--- src/kcd_pkg.sv ---
`timescale 1ns / 1ps
package kcd_pkg;

	// sizes
	localparam int NKEYS  = 3;
	localparam int MAXRES = 3;

	// event kinds on the input side
	localparam logic [1:0] KIND_PRESS   = 2'd0;
	localparam logic [1:0] KIND_RELEASE = 2'd1;
	localparam logic [1:0] KIND_TICK    = 2'd2;

	// result actions
	localparam logic [2:0] ACT_PASS  = 3'd0;
	localparam logic [2:0] ACT_REG   = 3'd1;
	localparam logic [2:0] ACT_UNREG = 3'd2;
	localparam logic [2:0] ACT_TAP   = 3'd3;
	localparam logic [2:0] ACT_FIRE  = 3'd4;

	// chord key slots
	localparam logic [1:0] KEY_ANCHOR  = 2'd0;
	localparam logic [1:0] KEY_PROFILE = 2'd1;
	localparam logic [1:0] KEY_RGB     = 2'd2;

	// configuration register indexes
	localparam logic [2:0] REG_SYNC_MS     = 3'd0;
	localparam logic [2:0] REG_HOLD_MS     = 3'd1;
	localparam logic [2:0] REG_ANCHOR_ROW  = 3'd2;
	localparam logic [2:0] REG_ANCHOR_COL  = 3'd3;
	localparam logic [2:0] REG_PROFILE_ROW = 3'd4;
	localparam logic [2:0] REG_PROFILE_COL = 3'd5;
	localparam logic [2:0] REG_RGB_ROW     = 3'd6;
	localparam logic [2:0] REG_RGB_COL     = 3'd7;

	typedef struct packed {
		logic [4:0] row;
		logic [4:0] col;
	} kcd_pos_t;

	typedef struct packed {
		logic [15:0] sync_ms;
		logic [15:0] hold_ms;
		kcd_pos_t    anchor;
		kcd_pos_t    profile;
		kcd_pos_t    rgb;
	} kcd_cfg_t;

	typedef struct packed {
		logic [1:0]  kind;
		logic [4:0]  row;
		logic [4:0]  col;
		logic [15:0] code;
	} kcd_item_t;

	typedef struct packed {
		logic [2:0]  action;
		logic [15:0] code;
		logic        pressed;
		logic        chord;
	} kcd_res_t;

	// handoff from the evaluator to the result buffer
	typedef struct packed {
		logic       load;
		logic [1:0] cnt;
	} kcd_load_t;

endpackage

--- src/kcd_core.sv ---
`timescale 1ns / 1ps
module kcd_core #(
	parameter int TIMER_BITS = 16
) (
	input  logic                                  clk,
	input  logic                                  arst_n,
	input  kcd_pkg::kcd_cfg_t                     cfg,
	input  kcd_pkg::kcd_item_t                    item,
	input  logic                                  go,
	output kcd_pkg::kcd_res_t [kcd_pkg::MAXRES-1:0] res,
	output kcd_pkg::kcd_load_t                    load
);
	import kcd_pkg::*;

	localparam int CW = (TIMER_BITS > 16) ? TIMER_BITS : 16;

	// per-key flags
	logic [NKEYS-1:0] down_q, withheld_q, fwd_q, consumed_q;
	logic [NKEYS-1:0] down_n, withheld_n, fwd_n, consumed_n;
	logic [15:0]           saved_q [NKEYS];
	logic [15:0]           saved_n [NKEYS];
	logic [TIMER_BITS-1:0] stamp_q [NKEYS];
	logic [TIMER_BITS-1:0] stamp_n [NKEYS];
	logic                  armed_q, armed_n;
	logic                  aidx_q, aidx_n;
	logic [TIMER_BITS-1:0] astamp_q, astamp_n;
	logic [TIMER_BITS-1:0] ms_q, ms_n;

	kcd_res_t [MAXRES-1:0] res_n;
	logic [1:0]            cnt_n;

	// key lookup, anchor first
	logic       hit_a, hit_p, hit_r, is_chord;
	logic [1:0] kidx;

	always_comb begin
		hit_a = (item.row == cfg.anchor.row) && (item.col == cfg.anchor.col);
		hit_p = (item.row == cfg.profile.row) && (item.col == cfg.profile.col);
		hit_r = (item.row == cfg.rgb.row) && (item.col == cfg.rgb.col);
		is_chord = hit_a || hit_p || hit_r;
		priority if (hit_a) begin
			kidx = KEY_ANCHOR;
		end else if (hit_p) begin
			kidx = KEY_PROFILE;
		end else begin
			kidx = KEY_RGB;
		end
	end

	// evaluate one event against the key state
	always_comb begin : eval
		logic [1:0]            n;
		logic [1:0]            p;
		logic [1:0]            partner;
		logic [TIMER_BITS-1:0] el;
		down_n     = down_q;
		withheld_n = withheld_q;
		fwd_n      = fwd_q;
		consumed_n = consumed_q;
		saved_n    = saved_q;
		stamp_n    = stamp_q;
		armed_n    = armed_q;
		aidx_n     = aidx_q;
		astamp_n   = astamp_q;
		ms_n       = ms_q;
		res_n      = '0;
		n          = 2'd0;
		p          = aidx_q ? KEY_RGB : KEY_PROFILE;
		partner    = KEY_ANCHOR;
		el         = '0;

		if (item.kind == KIND_TICK) begin
			ms_n = ms_q + 1'b1;
			if (armed_q) begin
				el = ms_n - astamp_q;
				if (CW'(el) >= CW'(cfg.hold_ms)) begin
					armed_n                = 1'b0;
					withheld_n[KEY_ANCHOR] = 1'b0;
					withheld_n[p]          = 1'b0;
					consumed_n[KEY_ANCHOR] = 1'b1;
					consumed_n[p]          = 1'b1;
					res_n[n] = '{action: ACT_FIRE, code: 16'd0, pressed: 1'b0,
						chord: aidx_q};
					n = n + 2'd1;
				end
			end else begin
				// forward withheld keys whose sync window ran out
				for (int k = 0; k < NKEYS; k++) begin
					el = ms_n - stamp_q[k];
					if (down_q[k] && withheld_q[k] && CW'(el) >= CW'(cfg.sync_ms)) begin
						withheld_n[k] = 1'b0;
						fwd_n[k]      = 1'b1;
						res_n[n] = '{action: ACT_REG, code: saved_q[k], pressed: 1'b0,
							chord: 1'b0};
						n = n + 2'd1;
					end
				end
			end
		end else if (item.kind == KIND_PRESS || item.kind == KIND_RELEASE) begin
			if (!is_chord) begin
				res_n[n] = '{action: ACT_PASS, code: item.code,
					pressed: (item.kind == KIND_PRESS), chord: 1'b0};
				n = n + 2'd1;
			end else if (item.kind == KIND_PRESS) begin
				down_n[kidx]     = 1'b1;
				withheld_n[kidx] = 1'b1;
				fwd_n[kidx]      = 1'b0;
				consumed_n[kidx] = 1'b0;
				saved_n[kidx]    = item.code;
				stamp_n[kidx]    = ms_q;
				if (!armed_q) begin
					priority if (down_n[KEY_ANCHOR] && withheld_n[KEY_ANCHOR] &&
						down_n[KEY_PROFILE] && withheld_n[KEY_PROFILE]) begin
						armed_n  = 1'b1;
						aidx_n   = 1'b0;
						astamp_n = ms_q;
					end else if (down_n[KEY_ANCHOR] && withheld_n[KEY_ANCHOR] &&
						down_n[KEY_RGB] && withheld_n[KEY_RGB]) begin
						armed_n  = 1'b1;
						aidx_n   = 1'b1;
						astamp_n = ms_q;
					end else begin
						armed_n = 1'b0;
					end
				end
			end else begin
				down_n[kidx] = 1'b0;
				if (consumed_q[kidx]) begin
					consumed_n[kidx] = 1'b0;
					withheld_n[kidx] = 1'b0;
				end else begin
					// early release of an armed chord key disarms it
					if (armed_q && (kidx == KEY_ANCHOR || kidx == p)) begin
						partner = (kidx == KEY_ANCHOR) ? p : KEY_ANCHOR;
						armed_n = 1'b0;
						if (down_n[partner] && withheld_n[partner]) begin
							withheld_n[partner] = 1'b0;
							fwd_n[partner]      = 1'b1;
							res_n[n] = '{action: ACT_REG, code: saved_q[partner],
								pressed: 1'b0, chord: 1'b0};
							n = n + 2'd1;
						end
					end
					if (withheld_n[kidx]) begin
						withheld_n[kidx] = 1'b0;
						res_n[n] = '{action: ACT_TAP, code: saved_q[kidx], pressed: 1'b0,
							chord: 1'b0};
						n = n + 2'd1;
					end else if (fwd_n[kidx]) begin
						fwd_n[kidx] = 1'b0;
						res_n[n] = '{action: ACT_UNREG, code: saved_q[kidx],
							pressed: 1'b0, chord: 1'b0};
						n = n + 2'd1;
					end
				end
			end
		end
		cnt_n = n;
	end

	assign res  = res_n;
	assign load = '{load: go, cnt: cnt_n};

	// control state
	always_ff @(posedge clk or negedge arst_n) begin
		if (!arst_n) begin
			down_q     <= '0;
			withheld_q <= '0;
			fwd_q      <= '0;
			consumed_q <= '0;
			armed_q    <= 1'b0;
			aidx_q     <= 1'b0;
			ms_q       <= '0;
		end else if (go) begin
			down_q     <= down_n;
			withheld_q <= withheld_n;
			fwd_q      <= fwd_n;
			consumed_q <= consumed_n;
			armed_q    <= armed_n;
			aidx_q     <= aidx_n;
			ms_q       <= ms_n;
		end
	end

	// codes and stamps
	always_ff @(posedge clk) begin
		if (go) begin
			saved_q  <= saved_n;
			stamp_q  <= stamp_n;
			astamp_q <= astamp_n;
		end
	end

	// a withheld key is always down
	assert property (@(posedge clk) disable iff (!arst_n)
		(withheld_q & ~down_q) == '0)
		else $error("withheld key not down");

	// a key is never withheld and forwarded at once
	assert property (@(posedge clk) disable iff (!arst_n)
		(withheld_q & fwd_q) == '0)
		else $error("key withheld and forwarded");

	// an armed chord keeps its anchor down and withheld
	assert property (@(posedge clk) disable iff (!arst_n)
		armed_q |-> (down_q[KEY_ANCHOR] && withheld_q[KEY_ANCHOR]))
		else $error("armed chord without held anchor");

endmodule

--- src/kcd_out.sv ---
`timescale 1ns / 1ps
module kcd_out (
	input  logic                                  clk,
	input  logic                                  arst_n,
	input  kcd_pkg::kcd_res_t [kcd_pkg::MAXRES-1:0] res,
	input  kcd_pkg::kcd_load_t                    load,
	output logic                                  free,
	output logic                                  m_tvalid,
	input  logic                                  m_tready,
	output logic [23:0]                           m_tdata,  // out_code, out_pressed, chord_index
	output logic [2:0]                            m_tuser,  // action
	output logic                                  m_tlast
);
	import kcd_pkg::*;

	kcd_res_t [MAXRES-1:0] buf_q;
	logic [1:0]            cnt_q;
	logic [1:0]            idx_q;
	logic                  beat, at_last;
	kcd_res_t              cur;

	assign cur      = buf_q[idx_q];
	assign m_tvalid = (cnt_q != 2'd0);
	assign at_last  = (idx_q == cnt_q - 2'd1);
	assign beat     = m_tvalid && m_tready;
	assign free     = !m_tvalid || (beat && at_last);

	assign m_tdata = {6'd0, cur.chord, cur.pressed, cur.code};
	assign m_tuser = cur.action;
	assign m_tlast = at_last;

	// result buffer payload
	always_ff @(posedge clk) begin
		if (load.load) begin
			buf_q <= res;
		end
	end

	// fill count and read pointer
	always_ff @(posedge clk or negedge arst_n) begin
		if (!arst_n) begin
			cnt_q <= 2'd0;
			idx_q <= 2'd0;
		end else if (load.load) begin
			cnt_q <= load.cnt;
			idx_q <= 2'd0;
		end else if (beat) begin
			if (at_last) begin
				cnt_q <= 2'd0;
				idx_q <= 2'd0;
			end else begin
				idx_q <= idx_q + 2'd1;
			end
		end
	end

	// read pointer stays inside the filled part
	assert property (@(posedge clk) disable iff (!arst_n)
		m_tvalid |-> (idx_q < cnt_q))
		else $error("read pointer past fill count");

	// a new batch only lands on an empty or draining buffer
	assert property (@(posedge clk) disable iff (!arst_n)
		load.load |-> free)
		else $error("result buffer overwritten");

endmodule

--- src/key_chord_detector_unit.sv ---
`timescale 1ns / 1ps
// Events wait in the input register until the result buffer is free, then their
// up to three results are registered there. Throughput: one event per cycle while
// the buffer is free; a batch frees it as its last result is taken at the port.
// Reset (arst_n low, asynchronous): key flags, chord arming and the ms counter
// clear, config registers take their defaults, both channels go idle.
module key_chord_detector_unit #(
	parameter int TIMER_BITS = 16
) (
	input  logic        clk,
	input  logic        arst_n,
	input  logic        cfg_we,
	input  logic [2:0]  cfg_addr,
	input  logic [15:0] cfg_wdata,
	input  logic        s_tvalid,
	output logic        s_tready,
	input  logic [31:0] s_tdata,   // key_row, key_col, key_code
	input  logic [1:0]  s_tuser,   // kind
	output logic        m_tvalid,
	input  logic        m_tready,
	output logic [23:0] m_tdata,   // out_code, out_pressed, chord_index
	output logic [2:0]  m_tuser,   // action
	output logic        m_tlast
);
	import kcd_pkg::*;

	kcd_cfg_t              cfg_q;
	kcd_item_t             item_s1;
	logic                  v_s1;
	logic                  go, free;
	kcd_res_t [MAXRES-1:0] res;
	kcd_load_t             load;

	// configuration registers
	always_ff @(posedge clk or negedge arst_n) begin
		if (!arst_n) begin
			cfg_q.sync_ms     <= 16'd50;
			cfg_q.hold_ms     <= 16'd1000;
			cfg_q.anchor.row  <= 5'd3;
			cfg_q.anchor.col  <= 5'd0;
			cfg_q.profile.row <= 5'd3;
			cfg_q.profile.col <= 5'd5;
			cfg_q.rgb.row     <= 5'd2;
			cfg_q.rgb.col     <= 5'd5;
		end else if (cfg_we) begin
			unique case (cfg_addr)
				REG_SYNC_MS:     cfg_q.sync_ms     <= cfg_wdata;
				REG_HOLD_MS:     cfg_q.hold_ms     <= cfg_wdata;
				REG_ANCHOR_ROW:  cfg_q.anchor.row  <= cfg_wdata[4:0];
				REG_ANCHOR_COL:  cfg_q.anchor.col  <= cfg_wdata[4:0];
				REG_PROFILE_ROW: cfg_q.profile.row <= cfg_wdata[4:0];
				REG_PROFILE_COL: cfg_q.profile.col <= cfg_wdata[4:0];
				REG_RGB_ROW:     cfg_q.rgb.row     <= cfg_wdata[4:0];
				REG_RGB_COL:     cfg_q.rgb.col     <= cfg_wdata[4:0];
			endcase
		end
	end

	// input register: evaluated once the result buffer can take its batch
	assign go       = v_s1 && free;
	assign s_tready = !v_s1 || go;

	always_ff @(posedge clk or negedge arst_n) begin
		if (!arst_n) begin
			v_s1 <= 1'b0;
		end else if (s_tready) begin
			v_s1 <= s_tvalid;
		end
	end

	always_ff @(posedge clk) begin
		if (s_tvalid && s_tready) begin
			item_s1 <= '{kind: s_tuser, row: s_tdata[4:0], col: s_tdata[9:5],
				code: s_tdata[25:10]};
		end
	end

	kcd_core #(
		.TIMER_BITS(TIMER_BITS)
	) u_core (
		.clk   (clk),
		.arst_n(arst_n),
		.cfg   (cfg_q),
		.item  (item_s1),
		.go    (go),
		.res   (res),
		.load  (load)
	);

	kcd_out u_out (
		.clk     (clk),
		.arst_n  (arst_n),
		.res     (res),
		.load    (load),
		.free    (free),
		.m_tvalid(m_tvalid),
		.m_tready(m_tready),
		.m_tdata (m_tdata),
		.m_tuser (m_tuser),
		.m_tlast (m_tlast)
	);

endmodule
--- config.mk ---
export PLATFORM = sky130hd
export DESIGN_NAME = key_chord_detector_unit
export DESIGN_NICKNAME = d
export VERILOG_FILES = /design/src/kcd_pkg.sv /design/src/kcd_core.sv /design/src/kcd_out.sv /design/src/key_chord_detector_unit.sv
export SDC_FILE = /design/constraint.sdc
export NUM_CORES = 1
export LEC_CHECK = 0
export ABC_AREA = 1
export CAP_MARGIN = 5
export CORE_UTILIZATION = 45
export DETAILED_ROUTE_END_ITERATION = 10
export DONT_BUFFER_PORTS = 1
export HOLD_SLACK_MARGIN = 0.1
export PLACE_DENSITY = 0.66
export SLEW_MARGIN = 5
export SYNTH_ARGS = -nofsm -noshare
export SYNTH_HDL_FRONTEND = slang
export SYNTH_HIERARCHICAL = 1
export SYNTH_SLANG_ARGS = --single-unit
--- constraint.sdc ---
create_clock -name clk -period 6.5 [get_ports clk]
set_input_delay 0.975 -clock clk [delete_from_list [all_inputs] [get_ports clk]]
set_output_delay 0.975 -clock clk [all_outputs]
set_load 0.05 [all_outputs]
==> key figures <==
Clocking
  – Clock Path Buffers: 3
  – Root buffer cell: clkbuf_16
  – Clock Latency Late Sink: 560 ps
  – Post-cts resize count: 0
  – CTS tree: done
  – Clock-pin slew on the worst setup and hold paths: about 60 ps
  – CTS Hold Bufs: 4
  – CTS Buf Count: 35
  – H-tree depth: 2
  – Clock sink count: 300
  – Setup repair bufs after CTS: 0

Critical path
  – Endpoint class of the critical path: register
  – CP Data Arrival Time: between 6000 and 7000 ps
  – Most frequent CP cell: nand2_1
  – Worst Path Required: 6720 ps
  – R2R Setup Slk: ~540 ps
  – Reg2reg end: u_out/buf_q[26]
  – Critical setup path kind: reg2reg
  – Crit path max fanout: 16
  – Slowest CP cell: ha_1
  – FF-to-FF Start: u_core/ms_q[0]
  – Crit start category: register
  – Register-to-Register Path Depth: 38
  – Critical Path Max Stage Delay: just over 400 ps

Run
  – Max-Cap Viols: 0

Timing
  – Final Setup Violations: 0
  – Slew Limit Fails: 0
  – Max Freq: 168 MHz
  – Final Hold Fails: 0
  – Final Skew: between 30 and 40 ps
  – RSZ-0062 raised after global routing: false
  – Setup TNS: 0 ps
  – Worst slew pin tran: 1170 ps
  – Final period util: 91.6%
  – Slew HR: between 20% and 30%
  – Final critical-path required period: ~6000 ps

Power and ir drop
  – Clock power share: 25.5%
  – Power density over cell area: approximately 390 nW/um^2
  – Worst VDD drop: 0.000283 V
  – P_leak: approximately 0.0096 uW
  – Combinational share of power: between 40% and 50%
  – Sw Ratio: between 40% and 50%
  – Psw: about 3200 uW
  – Int Power: roughly 4700 uW
  – Seq pwr share: between 30% and 40%

Global route
  – Overflow left after global routing: 0
  – All-Layer GR Usage: around a quarter
  – Vias in the first global route: approximately 14k
  – Largest net degree at the start of global routing: 69
  – First-pass GRT wire length: approximately 77 mm
  – Initial antenna violation count: 4

Die
  – Width of the chip: just over 200 um
  – Area of the die: around 42000 um^2
  – Cell Rows: 74
  – Top Ports: between 80 and 90
  – Starting density of the core: a little under half
  – Core box area: 40800 um^2
  – Chip Height: roughly 210 um

Final layout
  – Diode count: 0
  – Fillers: roughly 3.8k
  – Finished Core Util: between 50% and 60%
  – Fraction of layout cells with a size suffix above 1: a little over 8%
  – Layout area overhead: 10.3%
  – Final net count: about 2.4k
  – Multi-input gate area: 8500 um^2
  – Register area: ~8500 um^2

Drt
  – Residual DRC count: 0
  – First-pass detailed-route iteration total: 6
  – Wire per inst: between 15 and 20 um
  – Post-DR vias/cell: 5.38
  – Antenna viol nets, final: 0
  – Initial DRC Count: about 1.3k
  – Routed WL: approximately 49 mm
  – Total number of vias: ~15k

Synthesis
  – Mapped Area: 18600 um^2
  – Synth top area cells: edfxtp_1 33%, nand2_1 11%, dfrtp_1 11%
  – Yosys warning count: 6
  – Area leader, netlist: edfxtp_1
  – Post-synth top flop: edfxtp_1
  – EDFF count, synth: about 200
  – Syn avg cell area: between 8 and 9 um^2
  – Sequential share of the synthesized area: ~46%
  – Ys async rst share: approximately 32%
  – Seq cells post-synth: 300
  – Area share of the largest cell type after synthesis: between 30% and 40%
  – Mapped Cells: 2189
  – Distinct cells, synth: 57

Outcome
  – Status: finished, final reports clean

Placement
  – HPWL after DPL: ~35 mm
  – Buffers on Ports: 0
  – RePlAce Congestion: between 0.9 and 1

Hold path
  – Tightest Hold Check Type: in2async
## synthesized netlist by cell type, types with 2 or more instances
cell type	number
o311ai_0	3
o21a_1	3
o21bai_1	10
dfstp_2	18
nand3_1	131
xor2_1	56
a21o_1	4
fa_1	4
nor2_4	5
o21ai_1	13
nand2_8	2
buf_6	2
xnor2_1	26
a31oi_1	9
clkbuf_2	6
nand4_1	22
buf_2	20
a21oi_1	130
buf_1	2
nand3_2	4
ha_1	130
o21ai_2	10
o21ai_0	128
nor2_2	7
o22ai_1	16
o211ai_1	18
inv_2	13
nand2_1	552
o221ai_1	20
nor4_1	2
clkbuf_1	25
o31ai_1	6
nor2_1	127
or2_2	4
edfxtp_1	203
conb_1	2
nor3_1	13
buf_4	20
a211oi_1	6
nor2b_1	2
inv_1	310
nand2_2	12
dfrtp_1	79
## metrics by stage
step,hold slack (ps),area (um^2),instances,setup WS [ps],power (uW)
after floorplan,442,18600,2200,1100,5090
after global placement,453,19300,2698,731,5770
after detailed placement,454,19300,2698,685,5880
after CTS,103,20500,2766,629,7940
after global routing,110,20500,2766,90.0,8440
final,137,20500,2766,545,7920
## placed cells by master (no fill, tap or decap), types with 26 or more instances in the layout
cell / synthesis / layout
ha_1: 130 / 130
clkbuf_16: 0 / 36
nor2_1: 127 / 124
dfrtp_1: 79 / 79
o21ai_0: 128 / 119
edfxtp_1: 203 / 203
nand3_1: 131 / 131
a21oi_1: 130 / 129
buf_4: 20 / 38
xor2_1: 56 / 56
nand2_1: 552 / 552
inv_1: 310 / 309
xnor2_1: 26 / 26
## area by class of cell
class	instances	area share, %
Multi-Input combinational cell	1500	41.4
Inverter	325	5.95
Sequential cell	300	41.7
Timing Repair Buffer	45	1.98
Tap cell	532	3.25
Clock buffer	48	4.76
Clock inverter	16	0.970
## worst max-delay path by stage
| stage | startpoint | endpoint | slack (ps) | depth (start not counted) |
|---|---|---|---|---|
| after floorplan | u_core/ms_q[0] | u_out/buf_q[29] | 1100 | 37 |
| after global placement | u_core/ms_q[0] | u_out/buf_q[26] | 730 | 36 |
| after detailed placement | u_core/ms_q[2] | u_out/buf_q[26] | 680 | 29 |
| after CTS | u_core/ms_q[2] | u_out/buf_q[26] | 630 | 29 |
| after global routing | u_core/ms_q[0] | u_out/buf_q[26] | 90 | 37 |
| final | u_core/ms_q[0] | u_out/buf_q[26] | 540 | 38 |
## power groups by stage
stage	registers [uW]	logic (uW)	clock network, uW
floorplan	2600	2490	0
global route	2660	3650	2130
finish	2630	3260	2020
CTS	2630	3250	2060
global placement	2650	3120	0
detailed placement	2660	3220	0
## layer usage
metal  vias to the layer above  share of wire [%]  track usage [%]
met5                         -               0.11                0
met4                         8                3.0             9.60
met3                       104                8.0             5.16
met2                       536                 45             37.8
met1                      6920                 44             31.1
li1                       7313                  -                -
## worst max-delay path, delay by kind of cell, from the launching register on
family / cells / cell delay, ps
AO/OA/AOI/OAI: 6 / 930
AND/OR/NAND/NOR: 19 / 2010
adder cells (fa/ha/maj): 4 / 1120
XOR/XNOR: 2 / 330
buffers and inverters: 7 / 850
flip-flops: 1 / 370
## sequential cells by signal, indices dropped and copies added (netlist names), 2 cells and up, named ones only
name               cells
u_out/buf_q           63
cfg_q                 62
u_core/saved_q        48
u_core/stamp_q        48
item_s1               28
u_core/astamp_q       16
u_core/ms_q           16
u_core/consumed_q      3
u_core/fwd_q           3
u_core/withheld_q      3
u_out/cnt_q            2
u_out/idx_q            2
## kinds of logic after synthesis
kind of cell	synth area share, %
simple gates	20.4
buf+inv	8.74
other cells	0.0404
flops	46.0
fa+ha+maj	9.18
compound gates	11.9
xor+xnor	3.86
No activity file was read; power rests on OpenSTA's default activity.
